[config.mk]
export PLATFORM = sky130hd
export DESIGN_NAME = vdp_cpu_port_interface
export DESIGN_NICKNAME = d
export VERILOG_FILES = /design/src/hw/rtl/vdp_pkg.sv /design/src/hw/rtl/vdp_cpu_port_interface.sv /design/src/hw/rtl/vdp_core.sv
export SDC_FILE = /design/constraint.sdc
export NUM_CORES = 1
export LEC_CHECK = 0
export BUFFER_PORTS_ARGS = -buffer_cell sky130_fd_sc_hd__buf_2
export CELL_PAD_IN_SITES_DETAIL_PLACEMENT = 1
export CELL_PAD_IN_SITES_GLOBAL_PLACEMENT = 1
export CORE_MARGIN = 4
export CORE_UTILIZATION = 45
export CTS_BUF_LIST = sky130_fd_sc_hd__clkbuf_8
export DETAILED_ROUTE_END_ITERATION = 10
export GPL_ROUTABILITY_DRIVEN = 0
export PLACE_DENSITY = 0.78
export SETUP_SLACK_MARGIN = 0.02
export SLEW_MARGIN = 20
export SYNTH_ARGS = -nofsm -noshare
export SYNTH_HDL_FRONTEND = slang
export SYNTH_HIERARCHICAL = 1
export SYNTH_SLANG_ARGS = --single-unit
export TNS_END_PERCENT = 30
[constraint.sdc]
create_clock -name clock -period 8.4 [get_ports clock]
set_clock_uncertainty 0.15 [all_clocks]
set_input_delay 0.84 -clock clock [delete_from_list [all_inputs] [get_ports clock]]
set_output_delay 0.84 -clock clock [all_outputs]
set_load 0.05 [all_outputs]
[src/hw/rtl/vdp_pkg.sv]
// shared types and codes for the vdp cpu port interface
// no dependencies; imported by vdp_core, vdp_cpu_port_interface and the testbench
`default_nettype none
package vdp_pkg;

   // command codes on the request channel
   localparam logic [2:0] CMD_STATUS   = 3'd0;
   localparam logic [2:0] CMD_DREAD    = 3'd1;
   localparam logic [2:0] CMD_DWRITE   = 3'd2;
   localparam logic [2:0] CMD_CONTROL  = 3'd3;
   localparam logic [2:0] CMD_PALETTE  = 3'd4;
   localparam logic [2:0] CMD_INDIRECT = 3'd5;
   localparam logic [2:0] CMD_MEMRET   = 3'd6;
   localparam logic [2:0] CMD_EVENTS   = 3'd7;

   // memory request codes
   localparam logic [1:0] MEM_NONE  = 2'd0;
   localparam logic [1:0] MEM_READ  = 2'd1;
   localparam logic [1:0] MEM_WRITE = 2'd2;

   // exported write kinds
   localparam logic [1:0] WR_NONE    = 2'd0;
   localparam logic [1:0] WR_REG     = 2'd1;
   localparam logic [1:0] WR_PALETTE = 2'd2;

   // registers that act inside the block
   localparam logic [5:0] REG_MODE0    = 6'h00;
   localparam logic [5:0] REG_MODE1    = 6'h01;
   localparam logic [5:0] REG_BANK     = 6'h0E;
   localparam logic [5:0] REG_STATSEL  = 6'h0F;
   localparam logic [5:0] REG_PALIDX   = 6'h10;
   localparam logic [5:0] REG_INDIRECT = 6'h11;
   localparam logic [5:0] REG_COLOUR   = 6'h2C;
   localparam logic [5:0] REG_ARGUMENT = 6'h2D;

   // status register indexes
   localparam logic [3:0] STAT_FLAGS   = 4'd0;
   localparam logic [3:0] STAT_IRQ     = 4'd1;
   localparam logic [3:0] STAT_LIVE    = 4'd2;
   localparam logic [3:0] STAT_FILL4   = 4'd4;
   localparam logic [3:0] STAT_FILL6   = 4'd6;
   localparam logic [3:0] STAT_COLOUR  = 4'd7;
   localparam logic [3:0] STAT_MATCHLO = 4'd8;
   localparam logic [3:0] STAT_MATCHHI = 4'd9;

   localparam logic [7:0] STAT_FILL_BYTE = 8'hFE;
   localparam logic [4:0] OVN_NONE       = 5'b11111;

   typedef struct packed {
      logic [2:0] cmd;
      logic [7:0] wdata;
      logic [6:0] raise_flags;
      logic [4:0] overflow_index;
      logic [4:0] live_status;
      logic [8:0] border_match;
   } vdp_item_type;

   typedef struct packed {
      logic [7:0]  read_data;
      logic [1:0]  mem_request;
      logic [16:0] mem_address;
      logic        mem_select;
      logic [7:0]  mem_wdata;
      logic [1:0]  write_kind;
      logic [5:0]  write_index;
      logic [8:0]  write_value;
      logic        irq_line;
   } vdp_result_type;

endpackage
`default_nettype wire

[src/hw/rtl/vdp_cpu_port_interface.sv]
// top level of the vdp cpu port interface: request register, core, response register
// depends on vdp_pkg and vdp_core
//
//   channel  direction  handshake          payload
//   req_     in         req_valid/stall    cmd, wdata, raise_flags, overflow_index,
//                                          live_status, border_match
//   rsp_     out        rsp_valid/stall    read_data, mem_*, write_kind/index/value,
//                                          irq_line
//
// one beat in, one beat out; a new request beat can be taken every cycle while req_stall is low
// a beat passes through the request register, then the core decode into the response register
// the core updates its state only when its beat moves into the response register
// a stalled response holds the request register, and req_stall rises only then
// reset is synchronous and active high; it clears the core state and both valid flags, not the payload
`default_nettype none
module vdp_cpu_port_interface
   import vdp_pkg::*;
(
   input  wire logic        clock,
   input  wire logic        reset,
   input  wire logic        req_valid,
   output logic             req_stall,
   input  wire logic [2:0]  req_cmd,
   input  wire logic [7:0]  req_wdata,
   input  wire logic [6:0]  req_raise_flags,
   input  wire logic [4:0]  req_overflow_index,
   input  wire logic [4:0]  req_live_status,
   input  wire logic [8:0]  req_border_match,
   output logic             rsp_valid,
   input  wire logic        rsp_stall,
   output logic [7:0]       rsp_read_data,
   output logic [1:0]       rsp_mem_request,
   output logic [16:0]      rsp_mem_address,
   output logic             rsp_mem_select,
   output logic [7:0]       rsp_mem_wdata,
   output logic [1:0]       rsp_write_kind,
   output logic [5:0]       rsp_write_index,
   output logic [8:0]       rsp_write_value,
   output logic             rsp_irq_line
);

   // request register
   logic            in_valid_ff, in_valid_in;
   vdp_item_type    in_item_ff, in_item_in;

   // response register
   logic            out_valid_ff, out_valid_in;
   vdp_result_type  out_res_ff, out_res_in;

   logic            advance;
   logic            step;
   logic            take;
   vdp_result_type  core_res;

   // the response slot is free or being emptied this cycle
   assign advance   = !out_valid_ff || !rsp_stall;
   assign req_stall = in_valid_ff && !advance;
   assign take      = req_valid && !req_stall;
   assign step      = in_valid_ff && advance;

   always_comb begin
      in_item_in = in_item_ff;
      if (take) begin
         in_item_in = '{cmd:            req_cmd,
                        wdata:          req_wdata,
                        raise_flags:    req_raise_flags,
                        overflow_index: req_overflow_index,
                        live_status:    req_live_status,
                        border_match:   req_border_match};
      end
      // hold while stalled, else refill or drain
      in_valid_in = req_stall ? in_valid_ff : req_valid;

      out_res_in = step ? core_res : out_res_ff;
      if (step) begin
         out_valid_in = 1'b1;
      end else if (!rsp_stall) begin
         out_valid_in = 1'b0;
      end else begin
         out_valid_in = out_valid_ff;
      end
   end

   vdp_core u_core (
      .clock  (clock),
      .reset  (reset),
      .step   (step),
      .item   (in_item_ff),
      .result (core_res)
   );

   always_ff @(posedge clock) begin
      if (reset) begin
         in_valid_ff  <= 1'b0;
         out_valid_ff <= 1'b0;
      end else begin
         in_valid_ff  <= in_valid_in;
         out_valid_ff <= out_valid_in;
      end
   end

   // payload registers need no reset
   always_ff @(posedge clock) begin
      in_item_ff <= in_item_in;
      out_res_ff <= out_res_in;
   end

   assign rsp_valid       = out_valid_ff;
   assign rsp_read_data   = out_res_ff.read_data;
   assign rsp_mem_request = out_res_ff.mem_request;
   assign rsp_mem_address = out_res_ff.mem_address;
   assign rsp_mem_select  = out_res_ff.mem_select;
   assign rsp_mem_wdata   = out_res_ff.mem_wdata;
   assign rsp_write_kind  = out_res_ff.write_kind;
   assign rsp_write_index = out_res_ff.write_index;
   assign rsp_write_value = out_res_ff.write_value;
   assign rsp_irq_line    = out_res_ff.irq_line;

endmodule
`default_nettype wire

[src/hw/rtl/vdp_core.sv]
// port state registers and the single-pass decode of one command
// depends on vdp_pkg
`default_nettype none
module vdp_core
   import vdp_pkg::*;
(
   input  wire logic           clock,
   input  wire logic           reset,
   input  wire logic           step,
   input  wire vdp_item_type   item,
   output vdp_result_type      result
);

   logic [15:0] cw_ff, cw_in;
   logic        cphase_ff, cphase_in;
   logic [2:0]  bank_ff, bank_in;
   logic        choice_ff, choice_in;
   logic [7:0]  latch_ff, latch_in;
   logic [3:0]  statsel_ff, statsel_in;
   logic [3:0]  palidx_ff, palidx_in;
   logic [7:0]  palbyte_ff, palbyte_in;
   logic        pphase_ff, pphase_in;
   logic [5:0]  indidx_ff, indidx_in;
   logic        indfix_ff, indfix_in;
   logic [2:0]  irqen_ff, irqen_in;
   logic [2:0]  irqpend_ff, irqpend_in;
   logic [1:0]  sflags_ff, sflags_in;
   logic [4:0]  ovn_ff, ovn_in;
   logic [7:0]  colour_ff, colour_in;
   logic        ready_ff, ready_in;

   logic        ma_en;
   logic [1:0]  ma_kind;
   logic [13:0] ma_low;
   logic        rw_en;
   logic [5:0]  rw_idx;
   logic [7:0]  rw_val;

   always_comb begin
      cw_in      = cw_ff;
      cphase_in  = cphase_ff;
      bank_in    = bank_ff;
      choice_in  = choice_ff;
      latch_in   = latch_ff;
      statsel_in = statsel_ff;
      palidx_in  = palidx_ff;
      palbyte_in = palbyte_ff;
      pphase_in  = pphase_ff;
      indidx_in  = indidx_ff;
      indfix_in  = indfix_ff;
      irqen_in   = irqen_ff;
      irqpend_in = irqpend_ff;
      sflags_in  = sflags_ff;
      ovn_in     = ovn_ff;
      colour_in  = colour_ff;
      ready_in   = ready_ff;
      result     = '0;
      ma_en      = 1'b0;
      ma_kind    = MEM_NONE;
      ma_low     = '0;
      rw_en      = 1'b0;
      rw_idx     = '0;
      rw_val     = '0;

      case (item.cmd)
         CMD_STATUS: begin
            cphase_in = 1'b0;
            case (statsel_ff)
               STAT_FLAGS: begin
                  result.read_data = {irqpend_ff[0], sflags_ff[1], sflags_ff[0], ovn_ff};
                  ovn_in        = OVN_NONE;
                  sflags_in     = '0;
                  irqpend_in[0] = 1'b0;
               end
               STAT_IRQ: begin
                  result.read_data = {irqpend_ff[2], 6'b0, irqpend_ff[1]};
                  irqpend_in[2:1]  = 2'b00;
               end
               STAT_LIVE: begin
                  result.read_data = {ready_ff, item.live_status[4:2], 2'b11,
                                      item.live_status[1:0]};
               end
               STAT_FILL4, STAT_FILL6: result.read_data = STAT_FILL_BYTE;
               STAT_COLOUR: begin
                  result.read_data = colour_ff;
                  ready_in         = 1'b0;
               end
               STAT_MATCHLO: result.read_data = item.border_match[7:0];
               STAT_MATCHHI: result.read_data = {7'b1111111, item.border_match[8]};
               default:      result.read_data = '0;
            endcase
         end
         CMD_DREAD: begin
            cphase_in        = 1'b0;
            result.read_data = latch_ff;
            ma_en            = 1'b1;
            ma_kind          = MEM_READ;
         end
         CMD_DWRITE: begin
            cphase_in        = 1'b0;
            ma_en            = 1'b1;
            ma_kind          = MEM_WRITE;
            result.mem_wdata = item.wdata;
         end
         CMD_CONTROL: begin
            if (!cphase_ff) begin
               cw_in     = {cw_ff[15:8], item.wdata};
               cphase_in = 1'b1;
            end else begin
               cw_in     = {item.wdata, cw_ff[7:0]};
               cphase_in = 1'b0;
               if (item.wdata[7]) begin
                  rw_en  = 1'b1;
                  rw_idx = item.wdata[5:0];
                  rw_val = cw_ff[7:0];
               end else if (!item.wdata[6]) begin
                  // read-ahead
                  ma_en   = 1'b1;
                  ma_kind = MEM_READ;
               end
            end
         end
         CMD_PALETTE: begin
            if (!pphase_ff) begin
               palbyte_in = item.wdata;
               pphase_in  = 1'b1;
            end else begin
               pphase_in          = 1'b0;
               result.write_kind  = WR_PALETTE;
               result.write_index = {2'b00, palidx_ff};
               result.write_value = {item.wdata[2:0], palbyte_ff[6:4], palbyte_ff[2:0]};
               palidx_in          = palidx_ff + 4'd1;
            end
         end
         CMD_INDIRECT: begin
            if (indidx_ff != REG_INDIRECT) begin
               rw_en  = 1'b1;
               rw_idx = indidx_ff;
               rw_val = item.wdata;
            end
            if (!indfix_ff) begin
               indidx_in = indidx_ff + 6'd1;
            end
         end
         CMD_MEMRET: latch_in = item.wdata;
         default: begin
            irqpend_in = irqpend_ff | (item.raise_flags[2:0] & irqen_ff);
            if (item.raise_flags[3]) begin
               sflags_in[0] = 1'b1;
            end
            if (item.raise_flags[4]) begin
               sflags_in[1] = 1'b1;
               ovn_in       = item.overflow_index;
            end
            if (item.raise_flags[5]) begin
               ready_in = 1'b1;
            end
            if (item.raise_flags[6]) begin
               colour_in = item.wdata;
            end
         end
      endcase

      // video memory access through the auto-incrementing address
      if (ma_en) begin
         result.mem_request = ma_kind;
         result.mem_address = {bank_in, cw_in[13:0]};
         result.mem_select  = choice_in;
         ma_low             = cw_in[13:0] + 14'd1;
         cw_in              = {cw_in[15:14], ma_low};
         if (ma_low == '0) begin
            bank_in = bank_in + 3'd1;
         end
      end

      // register write: exported, and a few act here
      if (rw_en) begin
         result.write_kind  = WR_REG;
         result.write_index = rw_idx;
         result.write_value = {1'b0, rw_val};
         case (rw_idx)
            REG_MODE0: begin
               irqen_in   = {rw_val[5], rw_val[4], irqen_in[0]};
               irqpend_in = irqpend_in & irqen_in;
            end
            REG_MODE1: begin
               irqen_in   = {irqen_in[2:1], rw_val[5]};
               irqpend_in = irqpend_in & irqen_in;
            end
            REG_BANK:     bank_in    = rw_val[2:0];
            REG_STATSEL:  statsel_in = rw_val[3:0];
            REG_PALIDX:   palidx_in  = rw_val[3:0];
            REG_INDIRECT: begin
               indidx_in = rw_val[5:0];
               indfix_in = rw_val[7];
            end
            REG_COLOUR: begin
               colour_in = rw_val;
               ready_in  = 1'b0;
            end
            REG_ARGUMENT: choice_in = rw_val[6];
            default: ;
         endcase
      end

      result.irq_line = |(irqpend_in & irqen_in);
   end

   always_ff @(posedge clock) begin
      if (reset) begin
         cw_ff      <= '0;
         cphase_ff  <= 1'b0;
         bank_ff    <= '0;
         choice_ff  <= 1'b0;
         latch_ff   <= '0;
         statsel_ff <= '0;
         palidx_ff  <= '0;
         palbyte_ff <= '0;
         pphase_ff  <= 1'b0;
         indidx_ff  <= '0;
         indfix_ff  <= 1'b0;
         irqen_ff   <= '0;
         irqpend_ff <= '0;
         sflags_ff  <= '0;
         ovn_ff     <= OVN_NONE;
         colour_ff  <= '0;
         ready_ff   <= 1'b0;
      end else if (step) begin
         cw_ff      <= cw_in;
         cphase_ff  <= cphase_in;
         bank_ff    <= bank_in;
         choice_ff  <= choice_in;
         latch_ff   <= latch_in;
         statsel_ff <= statsel_in;
         palidx_ff  <= palidx_in;
         palbyte_ff <= palbyte_in;
         pphase_ff  <= pphase_in;
         indidx_ff  <= indidx_in;
         indfix_ff  <= indfix_in;
         irqen_ff   <= irqen_in;
         irqpend_ff <= irqpend_in;
         sflags_ff  <= sflags_in;
         ovn_ff     <= ovn_in;
         colour_ff  <= colour_in;
         ready_ff   <= ready_in;
      end
   end

endmodule
`default_nettype wire

==> metrics.csv <==
metric,value,unit
Reg2Reg Launch Point,in_item_ff[34],
Total Power,1.66,mW
Remaining DRCs,0,
Hold Crit Endpoint,u_core/latch_ff[2],
required time worst endpoint,8620,ps
HP Class,reg2reg,
Synth async-reset ratio,0,
Max Buffers Root-to-Sink,2,
row cnt,48,
CTS Root Cell,clkbuf_8,
Setup CP Type,reg2reg,
average cell area after synthesis,9.94,sq um
I/O pins,97,
die area,19800,sq um
Switching Fraction,0.257,
first-pass GRT wire length,36900,um
vias in the first global route,6814,
Core ar.,17300,sq um
Starting Density,0.459,
layout cells sized above 1,0.191,
hold-fix buffers at CTS,0,
post-synth cell types,74,
Fmax,237,MHz
PwrDens,186,nW/um^2
Syn. warnings,6,
Antenna Cells,0,
Final Hold Fails,0,
"Seq/Total Area, Yosys",0.528,
initial antenna violation count,0,
number of H-tree levels,4,
main area contributors after synthesis,"edfxtp_1, dfxtp_1, nor2_1",
Synth area leader,edfxtp_1,
dpl hpwl,15800,um
Final ANT Viol Nets,0,
Final period util,0.502,
status,"complete, no violations",
"Slew Viols, Final",0,
die height,141,um
FF-to-FF setup slack,4180,ps
1st-iter DRT viols,523,
Hold Path Depth,2,
"FF+latch count, synth",164,
Nets,910,
maximum vdd drop,0.000105,V
CTS tree,yes,
DR WL/cell,21.5,um
IO Port Bufs,96,
capture point of the worst reg-to-reg path,u_core/bank_ff[2],
most common flop cell mapped by yosys,edfxtp_1,
Pleak,3.25,nW
largest net degree at the start of global routing,74,
sequential power share,0.541,
Crit path arrival time,4430,ps
"Net Count, Synth",848,
hold_sp,u_core/latch_ff[2],
"critical path fanouts, max",25,
Congestion Overflow GR,0,
part of the power in combinational logic,0.086,
Inserted Clock Buffers,17,
post-route cell area,8940,sq um
filler instances,1946,
P&R area growth vs syn,12.6,%
Final setup viols,0,
Clock Latency Late Sink,460,ps
DR pass1 iterations,6,
Reg2Reg Depth,12,
Routed WL,23600,um
Synth top area share,0.344,
Die X,141,um
P_int,1.23,mW
"EDFF count, synth",91,
Area after DPL,8490,sq um
Setup TNS,0,ps
clock slew at reported path FFs,90,ps
CP Launch Type,flop,
clock power share,0.372,
Period minus WS final,4220,ps
via count,6662,
Post-Syn Instances,799,
Least-Margin Pin Slew,1090,ps
# Max-Cap Violations,0,
Post-CTS Setup Bufs,0,
Synth Cell Area,7940,sq um
clock sinks,164,
RSZ-0062 raised after global routing,no,
Worst Setup SP,in_item_ff[34],
cts repair resizes,0,
routed vias/inst,6.06,
sw power,0.427,mW
Setup crit end kind,flop,
Synth top cells by count,"edfxtp_1, nor2_1, nand2_1",
All-Layer GR Usage,0.236,
max_slew headroom,0.271,
flip-flops by register name (all words and copies together), names as in the netlist, 4 cells and up:
name / count
in_item_ff: 37
rsp_mem_address: 17
u_core/cw_ff: 14
rsp_write_value: 9
rsp_mem_wdata: 8
rsp_read_data: 8
u_core/colour_ff: 8
u_core/latch_ff: 8
rsp_write_index: 6
u_core/indidx_ff: 6
u_core/palbyte_ff: 6
u_core/ovn_ff: 5
u_core/palidx_ff: 4
u_core/statsel_ff: 4
kinds of logic after synthesis:
group                      after synthesis  synth area share
AOI/OAI and AO/OA                      217             0.180
xor gates and xnor gates                10            0.0110
adders and majority gates                8            0.0126
buffers and inverters                   79            0.0433
DFF                                    164             0.528
muxes                                   29            0.0377
and+or+nand+nor                        292             0.187
power by group through the flow:
stage | combinational [mW] | clock, mW | sequential [mW]
detailed placement | 0.140 | 0 | 0.916
global placement | 0.136 | 0 | 0.915
floorplan | 0.0657 | 0 | 0.943
CTS | 0.142 | 0.629 | 0.897
finish | 0.143 | 0.618 | 0.898
global route | 0.151 | 0.666 | 0.901
worst max-delay path: stages, from the launching register on:
cell	delay, ps
edfxtp_1	860
and4bb_1	630
nand2_1	120
nand2_1	140
ha_1	360
nand2_1	140
or3_1	320
o31ai_1	110
o2111ai_2	210
nor4b_1	400
and3_1	270
nand3_1	90
a211oi_1	300
worst max path at each step:
stage                     slack (ps)           endpoint  cells past startpoint
final                           4180  u_core/bank_ff[2]                     12
after global routing            3880  u_core/bank_ff[2]                     12
after CTS                       4350  u_core/bank_ff[2]                     12
after detailed placement        4410  u_core/bank_ff[2]                     12
after global placement          4560  u_core/bank_ff[0]                     12
after floorplan                 1920   u_core/cphase_ff                      6
layer usage:
metal,share of wire,GRT usage,wire [um],vias to the layer above
li1,-,-,-,3051
met1,0.43,0.314,10200,3319
met2,0.48,0.383,11400,248
met3,0.064,0.0482,1520,44
met4,0.023,0.0872,550,0
met5,0,0,0,-
through the flow:
stage / hold WS [ps] / cells / setup WS (ps) / utilization
2_1_floorplan: 287 / 799 / 1920 / -
3_3_place_gp: 299 / 1066 / 4560 / 0.491
3_5_place_dp: 311 / 1066 / 4410 / 0.491
4_1_cts: 324 / 1098 / 4350 / 0.516
5_1_grt: 345 / 1099 / 3880 / 0.517
6_report: 325 / 1099 / 4180 / 0.517
cell type report:
type / instances / area (sq um) / share of cell area
Multi-Input combinational cell: 556 / 3420 / 0.383
Clock buffer: 17 / 234 / 0.0262
Timing Repair Buffer: 103 / 546 / 0.0610
Sequential cell: 164 / 4190 / 0.469
Inverter: 19 / 72.6 / 0.00812
Tap cell: 225 / 282 / 0.0315
Clock inverter: 15 / 190 / 0.0213
placed cells by master, fill, tap and decap left out, types with 4 or more instances in the layout:
master     Yosys  layout
and3_1         6       6
a22oi_1       20      20
o22ai_1       13      13
inv_1         18      21
a31oi_1        8       8
mux2i_1       24      24
nor3_1        15      15
a32oi_1        4       4
a211oi_1      20      20
nand2_1       77      77
xnor2_1        6       6
bufinv_16      0       4
edfxtp_1      91      91
and2_1        16      16
a22o_1        10      10
nor3b_1        5       5
dfxtp_1       73      73
nor3_2         5       5
o221ai_1       4       4
a21oi_1       60      60
o21ai_0       37      37
buf_2         10      96
or2_2          5       5
buf_4          3       6
nor2_1        91      90
o31ai_1        4       4
xor2_1         4       4
nand4_1        8       8
nand3b_1       8       8
clkbuf_8       0      17
ha_1           8       8
nand3_1       20      20
a21o_1         8       8
mux2_2         4       4
nand2b_1      10      10
Note: power is estimated with default switching activity, not from simulation.
